==> src/rtl/ntt_kred_pkg.sv <==
// Shared constants, types and K-RED helper functions for the NTT block.
// No dependencies.
package ntt_kred_pkg;

    localparam int COEFF_COUNT = 512;
    localparam int ADDR_W      = 9;
    localparam int WORK_W      = 32;
    localparam int TW_W        = 14;
    localparam int RES_W       = 14;

    localparam logic [13:0] QMOD          = 14'd12289;
    localparam logic [13:0] N_INV         = 14'd12265;
    localparam logic [13:0] SCALE_INV_RST = 14'd8193;
    localparam logic [13:0] FINAL_SC_RST  = 14'd1;

    // floor(2^44 / 12289): quotient estimate is the top 20 bits of magnitude times this
    localparam logic [31:0] CANON_RECIP   = 32'((64'd1 << 44) / 64'd12289);

    localparam logic [1:0] FUNC_LOAD_COEFF = 2'd0;
    localparam logic [1:0] FUNC_LOAD_TW    = 2'd1;
    localparam logic [1:0] FUNC_RUN        = 2'd2;
    localparam logic [1:0] FUNC_READ       = 2'd3;

    localparam logic [1:0] CFG_DIRECTION   = 2'd0;
    localparam logic [1:0] CFG_SCALE_INV   = 2'd1;
    localparam logic [1:0] CFG_FINAL_SCALE = 2'd2;

    typedef struct packed {
        logic        start;
        logic [31:0] x;
    } canon_req_t;

    typedef struct packed {
        logic        done;
        logic [13:0] value;
    } canon_rsp_t;

    function automatic logic fwd_reduce(input logic [9:0] m);
        return (m == 10'd4) || (m == 10'd32) || (m == 10'd256);
    endfunction

    function automatic logic inv_lazy(input logic [9:0] m);
        return (m == 10'd512) || (m == 10'd128) || (m == 10'd32) || (m == 10'd8);
    endfunction

    function automatic logic [31:0] kred(input logic [31:0] x);
        logic [31:0] lo;
        logic [31:0] hi;
        lo = {20'd0, x[11:0]};
        hi = {{12{x[31]}}, x[31:12]};
        return 32'(3 * lo) - hi;
    endfunction

    function automatic logic [31:0] kred9(input logic [11:0] a, input logic [11:0] b,
                                          input logic [31:0] c);
        logic [31:0] a32;
        logic [31:0] b32;
        a32 = {20'd0, a};
        b32 = {20'd0, b};
        return 32'(9 * a32) - 32'(3 * b32) + c;
    endfunction

    function automatic logic [31:0] kred2(input logic [31:0] x);
        return kred9(x[11:0], x[23:12], {{24{x[31]}}, x[31:24]});
    endfunction

endpackage

==> src/rtl/ntt_kred_canon.sv <==
// Pipelined canonical residue modulo 12289 of a 32-bit two's complement word.
// Reciprocal multiply, one correcting subtract; done pulses via v1, v2, v3 regs.
// Depends on ntt_kred_pkg.
module ntt_kred_canon (
    input  logic                     clk,
    input  logic                     rst_n,
    input  ntt_kred_pkg::canon_req_t req,
    output ntt_kred_pkg::canon_rsp_t rsp
);

    logic [31:0] mag_reg;
    logic        neg_reg;
    logic [63:0] prod_reg;
    logic [31:0] rem_reg;
    logic [13:0] r_reg;
    logic        v1_reg;
    logic        v2_reg;
    logic        v3_reg;
    logic        done_reg;
    logic [19:0] quot;
    logic [31:0] qm;
    logic [31:0] fold;

    assign quot = prod_reg[63:44];
    assign qm   = {12'd0, quot} * {18'd0, ntt_kred_pkg::QMOD};
    assign fold = rem_reg - {18'd0, ntt_kred_pkg::QMOD};

    always_ff @(posedge clk or negedge rst_n)
    begin
        if (!rst_n)
        begin
            v1_reg   <= 1'b0;
            v2_reg   <= 1'b0;
            v3_reg   <= 1'b0;
            done_reg <= 1'b0;
        end
        else
        begin
            v1_reg   <= req.start;
            v2_reg   <= v1_reg;
            v3_reg   <= v2_reg;
            done_reg <= v3_reg;
        end
    end

    always_ff @(posedge clk)
    begin
        if (req.start)
        begin
            neg_reg <= req.x[31];
            mag_reg <= req.x[31] ? (~req.x) + 32'd1 : req.x;
        end
        if (v1_reg)
        begin
            prod_reg <= {32'd0, mag_reg} * {32'd0, ntt_kred_pkg::CANON_RECIP};
        end
        if (v2_reg)
        begin
            rem_reg <= mag_reg - qm;
        end
        if (v3_reg)
        begin
            r_reg <= (rem_reg >= {18'd0, ntt_kred_pkg::QMOD}) ? fold[13:0] : rem_reg[13:0];
        end
    end

    assign rsp.done  = done_reg;
    assign rsp.value = (neg_reg && (r_reg != 14'd0)) ? ntt_kred_pkg::QMOD - r_reg : r_reg;

endmodule

==> config.mk <==
export PLATFORM = sky130hd
export DESIGN_NAME = ntt_kred_canon
export DESIGN_NICKNAME = d
export VERILOG_FILES = /design/src/rtl/ntt_kred_pkg.sv /design/src/rtl/ntt_kred_canon.sv
export SDC_FILE = /design/constraint.sdc
export NUM_CORES = 1
export LEC_CHECK = 0
export BUFFER_PORTS_ARGS = -buffer_cell sky130_fd_sc_hd__clkbuf_2
export CAP_MARGIN = 5
export CORE_MARGIN = 10
export CORE_UTILIZATION = 44
export DETAILED_ROUTE_END_ITERATION = 16
export HOLD_SLACK_MARGIN = 0.1
export REMOVE_ABC_BUFFERS = 1
export SETUP_SLACK_MARGIN = 0.2
export SYNTH_ARGS = -nofsm -noshare
export SYNTH_HDL_FRONTEND = slang
export SYNTH_SLANG_ARGS = --single-unit
export TNS_END_PERCENT = 1
==> constraint.sdc <==
create_clock -name clk -period 14.6 [get_ports clk]
set_input_delay 2.92 -clock clk [delete_from_list [all_inputs] [get_ports clk]]
set_output_delay 2.92 -clock clk [all_outputs]
set_load 0.1 [all_outputs]
# Yosys cells after proc, flatten, opt, wreduce, memory -nomap -nowiden
# Index checks and enable logic that the tools add are counted.
[word_totals]
regBits = 145
out_inout_bits = 15
wordCells = 23
[classes]
add_sub_neg = 4
multipliers = 2
magnitude_cmp = 1
muxes = 3
bitwise = 1
reduce_logical = 2
[ops]
columns = ["cell", "n"]
rows = [
  ["multiplier 32 x 30 -> 62 bit (second input constant)", 1],
  ["adder 32 x 1 -> 32 bit (second input constant)", 1],
  [">= comparator 32 x 14 -> 1 bit (second input constant)", 1],
  ["multiplier 19 x 14 -> 32 bit (second input constant)", 1],
  ["inverter 32 bit", 1],
  ["subtractor 32 bit", 1],
  ["two-way mux 31 bit", 1],
  ["two-way mux 14 bit", 2],
  ["nonzero test 14 bit", 1],
  ["subtractor 14 bit (first input constant)", 1],
  ["subtractor 14 bit (second input constant)", 1],
  ["logical AND 1 bit", 1],
]

# Longest topological paths before layout
[depth]
depth_word = 3
ltp_mapped = 24

# Worst setup path after synthesis
# Ideal clock, no wire load.
[synth_timing]
path_type = "register to output"
from = "register r_reg[1]"
to = "output port rsp[2] in the netlist's numbering"
t_arrival_ns = 4.074
t_required_ns = 11.680
setup_slack_ns = 7.606
stages_incl_launch_ff = 7
path_buffers = 0
path_cell_list = "edfxtp_1 nor3_1 nand2_1 or4_1 or4_1 o41a_1 o21ai_0"
[synth_rtl]
columns = ["item", "line_no", "text"]
rows = [
  ["from (decl)", "ntt_kred_canon.sv:15", "logic [13:0] r_reg;"],
  ["from (signal assigned)", "ntt_kred_canon.sv:63", "r_reg <= (rem_reg >= {18'd0, ntt_kred_pkg::QMOD}) ? fold[13:0] : rem_reg[13:0];"],
  ["to (decl)", "ntt_kred_canon.sv:8", "output ntt_kred_pkg::canon_rsp_t rsp"],
]

# Final worst setup path
[layout_timing]
from = "register mag_reg[30]"
to = "register prod_reg[62], data pin"
[layout_between]
elab_chain_cells = 1
[layout_rtl]
columns = ["item", "line_no", "text"]
rows = [
  ["from (decl)", "ntt_kred_canon.sv:11", "logic [31:0] mag_reg;"],
  ["from (signal assigned)", "ntt_kred_canon.sv:51", "mag_reg <= req.x[31] ? (~req.x) + 32'd1 : req.x;"],
  ["multiplier 32 x 30 -> 62 bit", "ntt_kred_canon.sv:55", "prod_reg <= {32'd0, mag_reg} * {32'd0, ntt_kred_pkg::CANON_RECIP};"],
  ["to (signal assigned)", "ntt_kred_canon.sv:55", ""],
  ["to (decl)", "ntt_kred_canon.sv:13", "logic [63:0] prod_reg;"],
]
# No other way between the ends.
# A chain may end at the register's enable or synchronous reset.

==> run_results.csv <==
group,metric,value,unit
status,outcome,"finished clean",
clock_network,tritoncts,"built",
sta,rsz0062_at_grt,"false",
synthesis,syn_avg_cell_area,10.3,µm²
global_route,antenna_found_initial,0,
global_route,grt_start_max_net_pins,35,
synthesis,synth_area,0.0233,mm²
routing,vias,15226,
sta,setup_viol,0,
routing,wl_per_cell,18.4,µm
sta,hold_ws,0.585,ns
routing,dr.pass1.iters,6,
routing,wl_met2,25900,µm
sta,finalHoldViolCount,0,
final_layout,diodes,0,
worst_setup_path,worst-path-buf-inv,6,
sta,final_max_slew_viol_count,0,
synthesis,syn_inst,2268,
synthesis,synth.distinct_cells,57,
clock_network,clk_latency,0.40,ns
global_route,grt_overflow_total,0,
clock_network,hold_buffers,0,
synthesis,synth-compound-area-share,6.08,%
floorplan,num_io_pins,50,
synthesis,muxShareOfSynthArea,0.0859,%
routing,wirelength,55600,µm
worst_setup_path,path_class,"reg2reg",
clock_network,root_buffer,"clkbuf_16",
clock_network,htreeDepth,3,
floorplan,die_y,250,µm
place,dpl.hpwl,49800,µm
routing,drcViolationCount,0,
routing,routed_via_density,5.05,
synthesis,yosysTopAreaCell,"fa_1",
routing,top_layer,"met4",
sta,min_period,7.77,ns
floorplan,die_width,250,µm
sta,clock_skew,0.0163,ns
sta,period_share,53.2,%
sta,fmax,129,MHz
clock_network,post_cts_resized,0,
final_layout,nNetsFinal,3263,
synthesis,synth_top_family_by_area,"adder cells",
place,port-buffer-count,49,
synthesis,synth_enable_flop_cells,98,
worst_setup_path,crit_family,"adder cells",
global_route,grt_pass1_vias,16376,
clock_network,cts_buffers,9,
floorplan,start_util,44.4,%
place,dp_worst_setup_slack,6.81,ns
sta,setup_ws,6.83,ns
final_layout,area_growth,5.86,%
synthesis,ys_async_sr_fraction,3.92,%
run,maxCapViolCount,0,
routing,drtIter0Drc,727,
clock_network,clk_path_buf_depth,2,
worst_setup_path,crit_top_cell,"inv_1",
worst_setup_path,crit_chain,"inv_1 -> ha_1 -> inv_1 -> ha_1 -> inv_1 -> fa_1 -> fa_1 -> inv_1 -> fa_1 -> inv_1 -> fa_1 -> inv_1 -> fa_1 -> ha_1 -> ha_1 -> nand4_1 -> nor4_1 -> nand4_1 -> a21oi_1 -> o2111ai_1 -> a21boi_0 -> o21ai_0 -> a211o_1",
synthesis,synth_top_flop_cell,"edfxtp_1",
sta,fin_tns_setup,0,ns
clock_network,postCtsSetupBuffers,0,
synthesis,synth-seq-area-share,13.1,%
place,finalWeightedCongestion,0.918,
worst_setup_path,critPathLaunchType,"register",
synthesis,synth_top_area_share,30.4,%
global_route,grt_usage,18.2,%
routing,wl_met3,2820,µm
synthesis,synth_xor_area_share,4.10,%
worst_setup_path,cp.arrival,7.91,ns
worst_setup_path,max_stage_delay,0.64,ns
synthesis,yosys_warnings,0,
routing,antenna_left,0,
synthesis,ys_ff_latch,102,
floorplan,rows,84,
floorplan,core_area,0.0524,mm²
worst_setup_path,crit_path_end_kind,"register",
worst_setup_path,crit_required,14.74,ns
synthesis,synthAdderAreaFrac,60.2,%
sta,relSlewSlack,28.2,%
clock_network,cts_sinks,102,
synthesis,synthTopCellsByArea,"fa_1, ha_1, edfxtp_1, inv_1, xnor2_1",
worst_hold_path,worstHoldPathType,"reg2reg",
worst_setup_path,critPathSlowestCell,"edfxtp_1",
final_layout,drive_gt1_share,3.23,%
synthesis,yosys.area_share.simple,4.91,%
floorplan,dieArea,0.0626,mm²
global_route,grt_pass1_wl,89100,µm
worst_setup_path,cp_max_fo,9,
sta,tightest_slew,1.08,ns
routing,wl_met1,25700,µm
clock_network,clkSlewWorstSetupHoldPaths,0.08,ns
[path summary, 6_finish.rpt]
check | startpoint | end | slack, ns | depth (start not counted)
hold / removal | rem_reg[9] | r_reg[9] | 0.59 | 1
setup reg to reg | mag_reg[30] | prod_reg[62] | 6.83 | 23
min in group asynchronous | rst_n | done_reg | 2.32 | 1
max in group asynchronous | rst_n | v1_reg | 12.15 | 1
setup / recovery | mag_reg[30] | prod_reg[62] | 6.83 | 23
hold reg to reg | rem_reg[9] | r_reg[9] | 0.59 | 1
[cells in the final DEF (no fill, tap or decap), types with 12 or more instances in the layout]
master	synthesis	final
a21oi_1	44	44
nor2_1	46	46
o31ai_1	13	13
fa_1	354	354
ha_1	554	554
edfxtp_1	98	98
xor2_1	26	26
a21o_1	39	39
nand2_1	51	51
xnor2_1	83	83
o21ai_0	39	39
clkbuf_2	0	49
or4_1	12	12
inv_1	709	709
nand3_1	22	22
nor3_1	18	18
[stage by stage]
stage | cells | utilization (%) | area [µm²]
finish | 3013 | 47.0 | 24700
global placement | 2997 | 46.5 | 24400
detailed placement | 2997 | 46.5 | 24400
global route | 3013 | 47.0 | 24700
CTS | 3013 | 47.0 | 24700
floorplan | 2259 | - | 23300
[synthesized netlist by cell type (3+ instances only)]
cell type	number
o41ai_1	5
o211ai_1	10
nand4_1	7
or2_2	3
xor2_1	26
nand2b_1	7
or4_4	5
xnor2_1	83
fa_1	354
dfrtp_1	4
nor3_1	18
and3_1	6
a211o_1	3
a2111oi_0	4
a21oi_1	44
a31oi_1	7
nor2_1	46
ha_1	554
or3_1	10
o311ai_0	3
o21ai_0	39
a21o_1	39
inv_1	709
a211oi_1	8
o31ai_1	13
o21a_1	8
nand3_1	22
nor4_1	9
edfxtp_1	98
and4_1	4
a21boi_0	4
nand2_1	51
nor2b_1	8
or4_1	12
clkbuf_1	6
and2_1	3
o21bai_1	5
[worst reg2reg max path, delay by kind of cell (launching register included)]
family / cells / cell delay [ns]
fa+ha+maj: 9 / 3.81
compound gates: 5 / 1.48
buf+inv: 6 / 0.66
flops: 1 / 0.64
simple gates: 3 / 0.90
[layer usage]
metal | vias up | track usage (%)
li1 | 7330 | -
met1 | 7595 | 24.7
met2 | 255 | 29.1
met3 | 46 | 3.72
met4 | 0 | 4.72
met5 | - | 0
[cells by family (layout without fill, tap and decap cells)]
| logic type | after synthesis | count (layout) |
|---|---|---|
| AO/OA/AOI/OAI | 210 | 210 |
| XOR/XNOR | 109 | 109 |
| adder cells (fa/ha/maj) | 908 | 908 |
| buffers and inverters | 718 | 775 |
| flip-flops | 102 | 102 |
| multiplexers | 2 | 2 |
| AND/OR/NAND/NOR | 219 | 219 |
[final cells by class]
class | instances | area, µm²
fillers | 4894 | 27800
multi-input cells | 1448 | 17600
flip-flops and latches | 102 | 3040
inverters | 709 | 2660
well taps | 688 | 861
repair buffers | 50 | 253
clock buffers | 10 | 229
clock inverters | 6 | 65.1
Power is left out: the tool's default activity adds up to more than one toggle a clock period on the data nets, which glitch-free logic cannot reach.
